### src/sv/safcd_pkg.sv
// Shared types and constants for the set-associative FIFO cache directory.
// Holds the controller/datapath command and status structs and the fixed field widths.
// No dependencies.
package safcd_pkg;

    localparam int KEY_W     = 32;
    localparam int BASE_W    = 48;
    localparam int SIZE_W    = 8;
    localparam int FADDR_W   = 49;
    localparam int CNT_W     = 32;
    localparam int SET_NUM_W = 11;
    localparam int WAY_NUM_W = 4;
    localparam int PADDR_W   = 4;
    localparam int PDATA_W   = 64;

    localparam logic [SIZE_W-1:0] ENTRY_SIZE_RESET = 8'd16;
    localparam logic [CNT_W-1:0]  CNT_MAX          = '1;

    // Operation carried by a request beat.
    typedef enum logic {
        OP_LOOKUP     = 1'b0,
        OP_INVALIDATE = 1'b1
    } dir_op_t;

    // Register indexes; the registers sit 8 bytes apart.
    typedef enum logic {
        REG_DATA_BASE  = 1'b0,
        REG_ENTRY_SIZE = 1'b1
    } dir_reg_t;

    // Commands from the controller to the datapath.
    typedef struct packed {
        logic accept;     // latch the request beat, start the set computation
        logic rd;         // read the key row and meta row of the set
        logic cmp;        // compare, write back on a miss, update counters
        logic clr;        // clear one meta row and advance the clear address
        logic load_now;   // load the response from the compare result
        logic load_hold;  // load the response from the held compare result
        logic load_inv;   // load the response of an invalidate
    } dir_cmd_t;

    // Status from the datapath to the controller.
    typedef struct packed {
        logic set_valid;  // the set index of the latched key is ready
        logic clr_last;   // the clear address points at the last set
        logic rsp_free;   // the response register can take a result this cycle
    } dir_sts_t;

endpackage

### src/sv/safcd_ctrl.sv
// Controller state machine of the cache directory.
// Depends on safcd_pkg for the command and status structs.
module safcd_ctrl (
    input  logic                clk,
    input  logic                rst_n,
    input  logic                req_valid,
    input  logic                operation,
    output logic                req_ready,
    output safcd_pkg::dir_cmd_t cmd,
    input  safcd_pkg::dir_sts_t sts
);
    import safcd_pkg::*;

    typedef enum logic [2:0] {
        ST_CLR_INIT,
        ST_IDLE,
        ST_SET,
        ST_CMP,
        ST_EMIT,
        ST_CLR_INV,
        ST_INV_EMIT
    } state_t;

    state_t state_reg;
    state_t state_next;

    always_ff @(posedge clk or negedge rst_n)
    begin
        if (!rst_n)
        begin
            state_reg <= ST_CLR_INIT;
        end
        else
        begin
            state_reg <= state_next;
        end
    end

    assign req_ready = (state_reg == ST_IDLE);

    always_comb
    begin
        state_next = state_reg;
        cmd        = '0;
        case (state_reg)
            ST_CLR_INIT:
            begin
                cmd.clr = 1'b1;
                if (sts.clr_last)
                begin
                    state_next = ST_IDLE;
                end
            end
            ST_IDLE:
            begin
                if (req_valid)
                begin
                    cmd.accept = 1'b1;
                    state_next = (operation == OP_INVALIDATE) ? ST_CLR_INV : ST_SET;
                end
            end
            ST_SET:
            begin
                if (sts.set_valid)
                begin
                    cmd.rd     = 1'b1;
                    state_next = ST_CMP;
                end
            end
            ST_CMP:
            begin
                cmd.cmp = 1'b1;
                if (sts.rsp_free)
                begin
                    cmd.load_now = 1'b1;
                    state_next   = ST_IDLE;
                end
                else
                begin
                    state_next = ST_EMIT;
                end
            end
            ST_EMIT:
            begin
                if (sts.rsp_free)
                begin
                    cmd.load_hold = 1'b1;
                    state_next    = ST_IDLE;
                end
            end
            ST_CLR_INV:
            begin
                cmd.clr = 1'b1;
                if (sts.clr_last)
                begin
                    if (sts.rsp_free)
                    begin
                        cmd.load_inv = 1'b1;
                        state_next   = ST_IDLE;
                    end
                    else
                    begin
                        state_next = ST_INV_EMIT;
                    end
                end
            end
            ST_INV_EMIT:
            begin
                if (sts.rsp_free)
                begin
                    cmd.load_inv = 1'b1;
                    state_next   = ST_IDLE;
                end
            end
            default:
            begin
                state_next = ST_CLR_INIT;
            end
        endcase
    end

endmodule

### config.mk
export PLATFORM = sky130hd
export DESIGN_NAME = safcd_ctrl
export DESIGN_NICKNAME = d
export VERILOG_FILES = /design/src/sv/safcd_pkg.sv /design/src/sv/safcd_ctrl.sv
export SDC_FILE = /design/constraint.sdc
export NUM_CORES = 1
export LEC_CHECK = 0
export BUFFER_PORTS_ARGS = -buffer_cell sky130_fd_sc_hd__buf_2
export CORE_AREA = 5 5 42 44
export CTS_BUF_LIST = sky130_fd_sc_hd__clkbuf_8 sky130_fd_sc_hd__clkbuf_16
export CTS_CLUSTER_SIZE = 28
export DETAILED_ROUTE_END_ITERATION = 8
export DIE_AREA = 0 0 47 49
export HOLD_SLACK_MARGIN = 0.06
export PLACE_DENSITY = 0.53
export REMOVE_ABC_BUFFERS = 1
export SLEW_MARGIN = 30
export SYNTH_ARGS = -nofsm -noshare
export SYNTH_HDL_FRONTEND = slang
export SYNTH_SLANG_ARGS = --single-unit
### constraint.sdc
create_clock -name clk -period 2.53 [get_ports clk]
set_input_delay 0.253 -clock clk [delete_from_list [all_inputs] [get_ports clk]]
set_output_delay 0.253 -clock clk [all_outputs]
set_load 0.01 [all_outputs]
---- Word level (Yosys, flattened, before mapping) ----
Cells that the tools add are included.
word-level totals
  register bits after elaboration ......... 3
  input bits .............................. 7
  output and inout bits ................... 8
  logic and storage cells ................. 36
operators by class
  equal/unequal tests ..................... 11
  multiplexer cells ....................... 20
  reduce and logical (&&, ||, !) cells .... 4
operators by type and width
  cell                  count
  $mux W3               8
  $pmux W3 S6           1
  $mux W1               10
  $eq A3 B3 Y1 const B  3
  $ne A2 B2 Y1 const B  4
  $eq A3 B2 Y1 const B  2
  $reduce_and A5 Y1     1
  $reduce_or A2 Y1      2
  $eq A3 B1 Y1 const B  1
  $logic_not A3 Y1      1
  $ne A2 B1 Y1 const B  1
  $pmux W1 S2           1

---- Depth between registers and ports, before layout ----
Gate-level depths: netlist of run 1.
  depth in word-level cells ............... 4
  depth in mapped cells ................... 4
  gate-level depth less buffers ........... 3

---- Worst setup path before layout of run 1 ----
Ideal clock, no wire load.
  path type ............................... register to output
  start ................................... reg state_reg[1]
  end ..................................... out cmd[0] (netlist name)
  data arrival time ....................... 918 ps
  data required time ...................... 2277 ps
  path slack .............................. 1359 ps
  stages on the path, launching flop included .. 4
  buffers on the path ..................... 1
  cell sequence ........................... dfrtp_1 -> buf_2 -> nand3b_1 -> a21oi_1
RTL lines
  what                    RTL line          RTL
  from (decl)             safcd_ctrl.sv:24  state_t state_reg;
  from (signal assigned)  safcd_ctrl.sv:35  state_reg <= state_next;
  to (decl)               safcd_ctrl.sv:9   output safcd_pkg::dir_cmd_t cmd,

==> flow_metrics.tcl, run 1 <==
set metrics [dict create \
    largest_register_ffs 3 \
    syn2layout_area_growth_pct 40.1 \
    root_buffer "clkbuf_8" \
    insertion_delay_ps 210 \
    drt_iter0_drc 9 \
    numCtsBuffers 3 \
    yosys-top-cells-count "a21oi_1 (3), dfrtp_1 (3), nand2_1 (3), nand2b_1 (3)" \
    synth_top_cell_by_area "dfrtp_1" \
    tritoncts "done" \
    synth_warnings 0 \
    grt_pass1_vias 293 \
    antenna_cells 0 \
    critPathArrivalTime_ps 1360 \
    drive_gt1_share_pct 41.5 \
    post_cts_buffers 0 \
    finalSetupViolCount 0 \
    final_nets 61 \
    pin_count 15 \
    syn-cell-area_um2 309 \
    hold_viol 0 \
    die_height_um 49 \
    grt_max_degree 14 \
    syn_avg_cell_area_um2 8.35 \
    ff_latch_area_um2 75.1 \
    final.setup.worst_slack_ps 914 \
    htree_levels 1 \
    tns_ps 0 \
    ys_seq_elements 3 \
    syn_inst 37 \
    grt_pass1_wl_um 1260 \
    dr_total_vias 312 \
    ctsResizeCount 0 \
    start_util_pct 22.1 \
    max_freq_mhz 619 \
    num_rows 14 \
    nFillCells 160 \
    die-width_um 47 \
    ir_drop_mv 0.388 \
    dr.pass1.iters 4 \
    avgRoutedWirePerCell_um 10.1 \
    holdWs_ps 362 \
    cp-end-kind "primary output" \
    synth_flop_cell "dfrtp_1" \
    cap_violations 0 \
    synth_edf_count 0 \
    cts.sinks 3 \
    gp_congestion 0.735 \
    rsz0062_at_grt "no" \
    period_minus_slack_ps 1620 \
    period_share_pct 63.9 \
    clkTransAtPathRegs_ps 30 \
    routed_wl_um 699 \
    ys_seq_area_share_pct 24.3 \
    die-area_um2 2300 \
    crit_required_ps 2280 \
    ys_types 25 \
    dp_slack_ps 1140 \
    power.density_nw_per_um2 1230 \
    critPathMaxFanout 12 \
    ctsLongestPathBuffers 2 \
    io_buffers 14 \
    gr-total-overflow 0 \
    crit_path_start_kind "register" \
    multi_input_area_um2 213 \
    async_flop_share_pct 100 \
    drc 0 \
    grtUsageTotal_pct 7.33 \
    antenna_found_initial 0 \
    core_area_um2 1400 \
    finClkSkew_ps 0.740 \
    routed_via_density 4.52 \
    slew_headroom_pct 75.2 \
    p_leak_nw 0.215 \
    status "finished, final reports clean" \
    synth_top_area_share_pct 24.3 \
    postRouteAntennaNets 0 \
    crit_type "reg -> out" \
    max_slew.worst_pin.slew_ps 372 \
    hp-class "in -> async" \
    synth.area.top_cells "dfrtp_1 (24%), nand2b_1 (6.1%), o2bb2ai_1 (5.7%)" \
    final-max-slew-violation-count 0 \
]
==> per-stage QoR <==
step | utilization, % | power [mW] | cell area (µm²) | instances
after detailed placement | 27.0 | 0.400 | 378 | 64
final | 30.9 | 0.531 | 433 | 69
after floorplan | - | 0.314 | 288 | 34
after global placement | 27.0 | 0.401 | 378 | 64
after CTS | 30.9 | 0.534 | 433 | 69
after global routing | 30.9 | 0.583 | 433 | 69
==> worst paths after layout <==
kind / depth (start not counted) / start / slack [ps] / end
min in group clk: 3 / sts[1] / 410 / state_reg[2]
setup reg to reg: 3 / state_reg[2] / 1220 / state_reg[0]
hold reg to reg: 2 / state_reg[0] / 730 / state_reg[2]
hold / removal: 2 / rst_n / 360 / state_reg[2]
setup / recovery: 3 / state_reg[2] / 910 / cmd[2]
max in group asynchronous: 2 / rst_n / 2070 / state_reg[0]
==> report_power, final <==
part	switching (mW)	leakage, nW	internal (mW)
registers	0.0713	0.0368	0.0706
logic	0.121	0.151	0.137
clock network	0.0285	0.0269	0.103
total	0.221	0.215	0.311
==> worst max-delay path, stage by stage, from the launching register on <==
cell and delay (ps):
dfrtp_1 550, and2b_2 290, and3_1 170, buf_2 130
==> cells by family after synthesis <==
group | Yosys count | share of synthesized area, %
compound gates | 11 | 26.3
buf+inv | 3 | 6.88
simple gates | 17 | 32.8
mux | 2 | 6.88
flops | 3 | 24.3
xor+xnor | 1 | 2.83
==> timing repair <==
action                                 CTS  global route
endpoints found under the hold margin    3             0
hold buffers                             1             0
setup endpoints to repair                0             0
==> metal layers <==
| metal | track usage [%] | routed length (µm) |
|---|---|---|
| met4 | 4.15 | 0 |
| met5 | 0 | 0 |
| met2 | 8.37 | 296 |
| met3 | 2.58 | 74 |
| met1 | 11.2 | 328 |
==> layout make-up <==
type / count / share of cell area [%]
clock buffer: 3 / 9.54
clock inverter: 1 / 0.867
multi-input combinational: 31 / 49.1
sequential: 3 / 17.3
tap: 16 / 4.62
timing repair buffer: 15 / 18.5
==> cell usage in the layout (no fill, tap or decap), types with 2 or more instances in the layout <==
cell type   n
nand2_1     3
nand2b_1    3
o22ai_1     2
o2bb2ai_1   2
a21oi_1     3
nor2_1      2
buf_2      14
dfrtp_1     3
clkbuf_8    3
No activity file was read; power rests on OpenSTA's default activity.
==> inputs of run 2 (changes only) <==
==> constraint.sdc (replaced) <==
create_clock -name clk -period 1.5 [get_ports clk]
set_input_delay 0.15 -clock clk [delete_from_list [all_inputs] [get_ports clk]]
set_output_delay 0.15 -clock clk [all_outputs]
set_load 0.01 [all_outputs]
==> run 2 against run 1 <==
Sequential share of layout area grew 0.41 points. Non-clock buffer count grew 1. Sequential power grew 74%. Utilization grew 0.80 points. Clock skew grew 0.74 ps. Register-to-register slack lost 930 ps. Critical path depth is the same. Clock power grew 71%. Via count grew 3.2%. Count of clock-buffer cells in the layout is the same. Largest cell class unchanged. Largest power group unchanged.
==> flow_metrics.tcl, run 2 (synthesized netlist as in run 1, its figures left out) <==
set metrics [dict create \
    status "finished, final reports clean" \
    holdWs_ps 260 \
    hold_viol 0 \
    finClkSkew_ps 1.48 \
    pin_count 15 \
    crit_path_start_kind "register" \
    dp_slack_ps 188 \
    p_leak_nw 0.217 \
    die-area_um2 2300 \
    cp_cell_sequence "and2b_2 -> and3_1 -> buf_2" \
    syn2layout_area_growth_pct 43.7 \
    grtUsageTotal_pct 7.67 \
    drt_iter0_drc 1 \
    grt_pass1_wl_um 1390 \
    critPathMaxFanout 12 \
    drive_gt1_share_pct 48.1 \
    dr_total_vias 322 \
    final_util_pct 31.7 \
    final-max-slew-violation-count 0 \
    routed_wl_um 798 \
    cap_violations 0 \
    cp-end-kind "primary output" \
    avgRoutedWirePerCell_um 11.4 \
    max_freq_mhz 706 \
    postRouteAntennaNets 0 \
    gr-total-overflow 0 \
    clkTransAtPathRegs_ps 30 \
    dp.final_hpwl_um 602 \
    dr.pass1.iters 2 \
    max_stage_delay_ps 470 \
    routed_via_density 4.60 \
    final.setup.worst_slack_ps 83.5 \
    ctsLongestPathBuffers 2 \
    tritoncts "done" \
    period_share_pct 94.4 \
    htree_levels 1 \
    finalSetupViolCount 0 \
    grt_max_degree 13 \
    insertion_delay_ps 210 \
    io_buffers 14 \
    slowest_stage "dfrtp_2" \
    final_common_cell "buf_2" \
    die-width_um 47 \
    core_area_um2 1400 \
    cts.sinks 3 \
    crit_type "reg -> out" \
    antenna_cells 0 \
    antenna_found_initial 0 \
    num_rows 14 \
    slew_headroom_pct 85.6 \
    power.density_nw_per_um2 2110 \
    numCtsBuffers 3 \
    grt_pass1_vias 349 \
    critPathArrivalTime_ps 1270 \
    final_nets 62 \
    max_slew.worst_pin.slew_ps 209 \
    period_minus_slack_ps 1420 \
    start_util_pct 22.1 \
    post_cts_buffers 0 \
    ir_drop_mv 0.542 \
    gp_congestion 0.696 \
    crit_required_ps 1350 \
    hp-class "in -> async" \
    root_buffer "clkbuf_8" \
    rsz0062_at_grt "no" \
    largest_register_ffs 3 \
    tns_ps 0 \
    total_power_uw 938 \
    drc 0 \
    die_height_um 49 \
]
==> run 2: metal layers <==
layer / vias to the layer above / wire length [µm] / track usage, %
li1: 169 / - / -
met1: 142 / 385 / 11.4
met2: 11 / 354 / 10.9
met3: 0 / 59 / 0
met4: 0 / 0 / 4.15
met5: - / 0 / 0
==> run 2: cell type report <==
type	count	area, µm²
fillers	176	957
multi-input cells	31	213
repair buffers	16	87.6
flip-flops and latches	3	78.8
clock buffers	3	41.3
well taps	16	20.0
clock inverters	1	3.75
==> run 2: repair_timing <==
action	4_1_cts	5_1_grt
hold buffers	1	0
endpoints found under the hold margin	3	0
resized for setup	1	2
gates cloned	0	0
endpoints found under the setup margin	3	3
==> run 2: critical path: cells and delay by family (launching register included) <==
family,cells,cell delay [ps]
buffers and inverters,1,130
DFF,1,470
and+or+nand+nor,2,450
==> run 2: worst paths after layout <==
path | startpoint | end | slack (ps) | cells after the start
worst max-delay path | state_reg[2] | cmd[2] | 80 | 3
worst min-delay path | rst_n | state_reg[1] | 260 | 2
worst max register to register | state_reg[2] | state_reg[0] | 290 | 3
worst min register to register | state_reg[0] | state_reg[1] | 640 | 1
max in group asynchronous | rst_n | state_reg[2] | 1120 | 2
min in group clk | sts[1] | state_reg[2] | 290 | 3
==> run 2: through the flow <==
stage,std cells,cell area [µm²]
after floorplan,34,288
after global placement,65,385
after detailed placement,65,385
after CTS,70,442
after global routing,70,444
final,70,444
==> run 2: power breakdown <==
| part | leakage [nW] | total (mW) | internal, mW | switching [mW] |
|---|---|---|---|---|
| clock | 0.0269 | 0.226 | 0.174 | 0.0517 |
| combinational | 0.156 | 0.465 | 0.247 | 0.218 |
| sequential | 0.0333 | 0.247 | 0.128 | 0.119 |
| total | 0.217 | 0.938 | 0.549 | 0.388 |
==> inputs of run 3 (changes only) <==
--- a/config.mk
+++ b/config.mk
@@ -6,13 +6,15 @@
 export NUM_CORES = 1
 export LEC_CHECK = 0
 export BUFFER_PORTS_ARGS = -buffer_cell sky130_fd_sc_hd__buf_2
+export CELL_PAD_IN_SITES_DETAIL_PLACEMENT = 0
+export CELL_PAD_IN_SITES_GLOBAL_PLACEMENT = 1
 export CORE_AREA = 5 5 42 44
 export CTS_BUF_LIST = sky130_fd_sc_hd__clkbuf_8 sky130_fd_sc_hd__clkbuf_16
 export CTS_CLUSTER_SIZE = 28
 export DETAILED_ROUTE_END_ITERATION = 8
 export DIE_AREA = 0 0 47 49
 export HOLD_SLACK_MARGIN = 0.06
-export PLACE_DENSITY = 0.53
+export PLACE_DENSITY = 0.67
 export REMOVE_ABC_BUFFERS = 1
 export SLEW_MARGIN = 30
 export SYNTH_ARGS = -nofsm -noshare
==> run 3 against run 2 <==
Setup slack lost 12 ps. Sequential share of layout area is the same. Clock power grew 4%. Highest routed layer unchanged.
==> flow_metrics.tcl, run 3 (synthesized netlist as in run 1, its figures left out) <==
set metrics [dict create \
    critPathArrivalTime_ps 1280 \
    hp-class "in -> async" \
    dp_cells 65 \
    drc 0 \
    fin_cells 70 \
    period_share_pct 95.2 \
    cap_violations 0 \
    drt_iter0_drc 10 \
    root_buffer "clkbuf_8" \
    postRouteAntennaNets 0 \
    swShare_pct 42.4 \
    antenna_cells 0 \
    grt_pass1_vias 341 \
    insertion_delay_ps 220 \
    ctsLongestPathBuffers 2 \
    multi_input_area_um2 213 \
    final_nets 62 \
    finalSetupViolCount 0 \
    gp_congestion 0.788 \
    grt_pass1_wl_um 1440 \
    crit_path_start_kind "register" \
    critPathMaxFanout 12 \
    hold_viol 0 \
    num_rows 14 \
    nFillCells 156 \
    p_comb_share_pct 49.9 \
    routed_via_density 4.71 \
    cts.sinks 3 \
    finClkSkew_ps 3.12 \
    tritoncts "done" \
    final-max-slew-violation-count 0 \
    syn2layout_area_growth_pct 43.7 \
    pin_count 15 \
    io_buffers 14 \
    worst_r2r_endpoint "state_reg[0]" \
    reg2reg_from "state_reg[2]" \
    intPower_uw 551 \
    die_height_um 49 \
    dr_total_vias 330 \
    gr-total-overflow 0 \
    p_leak_nw 0.217 \
    antenna_found_initial 0 \
    grtUsageTotal_pct 8.53 \
    reg2reg_setup_slack_ps 280 \
    start_util_pct 22.1 \
    cp-end-kind "primary output" \
    final_common_cell "buf_2" \
    ir_drop_mv 0.491 \
    reg2reg_depth 3 \
    seq_power_share_pct 25.6 \
    die-width_um 47 \
    max_slew.worst_pin.slew_ps 195 \
    crit_type "reg -> out" \
    clkTransAtPathRegs_ps 30 \
    grt_max_degree 13 \
    max_freq_mhz 700 \
    crit_required_ps 1350 \
    dp_slack_ps 201 \
    p_sw_uw 405 \
    htree_levels 1 \
    tns_ps 0 \
    avgRoutedWirePerCell_um 12.3 \
    core_area_um2 1400 \
    final_util_pct 31.7 \
    power.density_nw_per_um2 2150 \
    slew_headroom_pct 86.6 \
    power_frac_clock_pct 24.5 \
    drive_gt1_share_pct 48.1 \
    rsz0062_at_grt "no" \
    total_power_uw 956 \
    ff_latch_area_um2 78.8 \
    final.setup.worst_slack_ps 71.7 \
    status "finished, final reports clean" \
    dp.final_hpwl_um 578 \
    post_cts_buffers 0 \
    period_minus_slack_ps 1430 \
    largest_register_ffs 3 \
    numCtsBuffers 3 \
    routed_wl_um 862 \
    die-area_um2 2300 \
    dr.pass1.iters 4 \
]
-- run 3: cell counts in the layout (fill, tap and decap cells not counted) --
Identical to the previous run, type by type.
-- run 3: area by class of cell --
cell class	count	share of cell area (%)
Clock buffer	3	9.30
Clock inverter	1	0.845
Timing Repair Buffer	16	19.7
Tap cell	16	4.51
Sequential cell	3	17.7
Multi-Input combinational cell	31	47.9
-- run 3: critical path: stages, from the launching register on --
cell and delay [ps]:
dfrtp_2 490, and2b_2 270, and3_1 170, buf_2 130
-- run 3: how the worst max path moves through the flow --
| stage | start | endpoint | slack [ps] | depth (start not counted) |
|---|---|---|---|---|
| floorplan | state_reg[2] | state_reg[0] | 300 | 3 |
| global placement | state_reg[2] | cmd[2] | 220 | 3 |
| detailed placement | state_reg[2] | state_reg[0] | 200 | 3 |
| CTS | state_reg[0] | cmd[6] | 40 | 3 |
| global route | state_reg[1] | cmd[6] | 6 | 3 |
| finish | state_reg[2] | cmd[2] | 70 | 3 |
-- run 3: metal layers --
| metal | track usage, % | wire [µm] | vias up |
|---|---|---|---|
| met2 | 12.4 | 401 | 20 |
| met5 | 0 | 0 | - |
| met3 | 2.58 | 66 | 0 |
| met1 | 10.4 | 394 | 144 |
| met4 | 5.53 | 0 | 0 |
| li1 | - | - | 166 |
-- run 3: what timing repair did --
action / 4_1_cts / 5_1_grt
hold buffers: 1 / 0
endpoints found under the hold margin: 3 / 0
resized for setup: 1 / 2
endpoints found under the setup margin: 3 / 1
-- run 3: power groups by stage --
stage	sequential, mW	clock (mW)	combinational [mW]
after floorplan	0.212	0	0.317
after global placement	0.230	0	0.468
after detailed placement	0.233	0	0.473
after CTS	0.234	0.240	0.478
after global routing	0.255	0.254	0.529
final	0.245	0.234	0.476
-- run 3: through the flow --
step | cell area, µm² | hold WS [ps]
6_report | 444 | 268
5_1_grt | 444 | 285
4_1_cts | 442 | 248
3_5_place_dp | 385 | -53.2
3_3_place_gp | 385 | -53.9
2_1_floorplan | 288 | -146
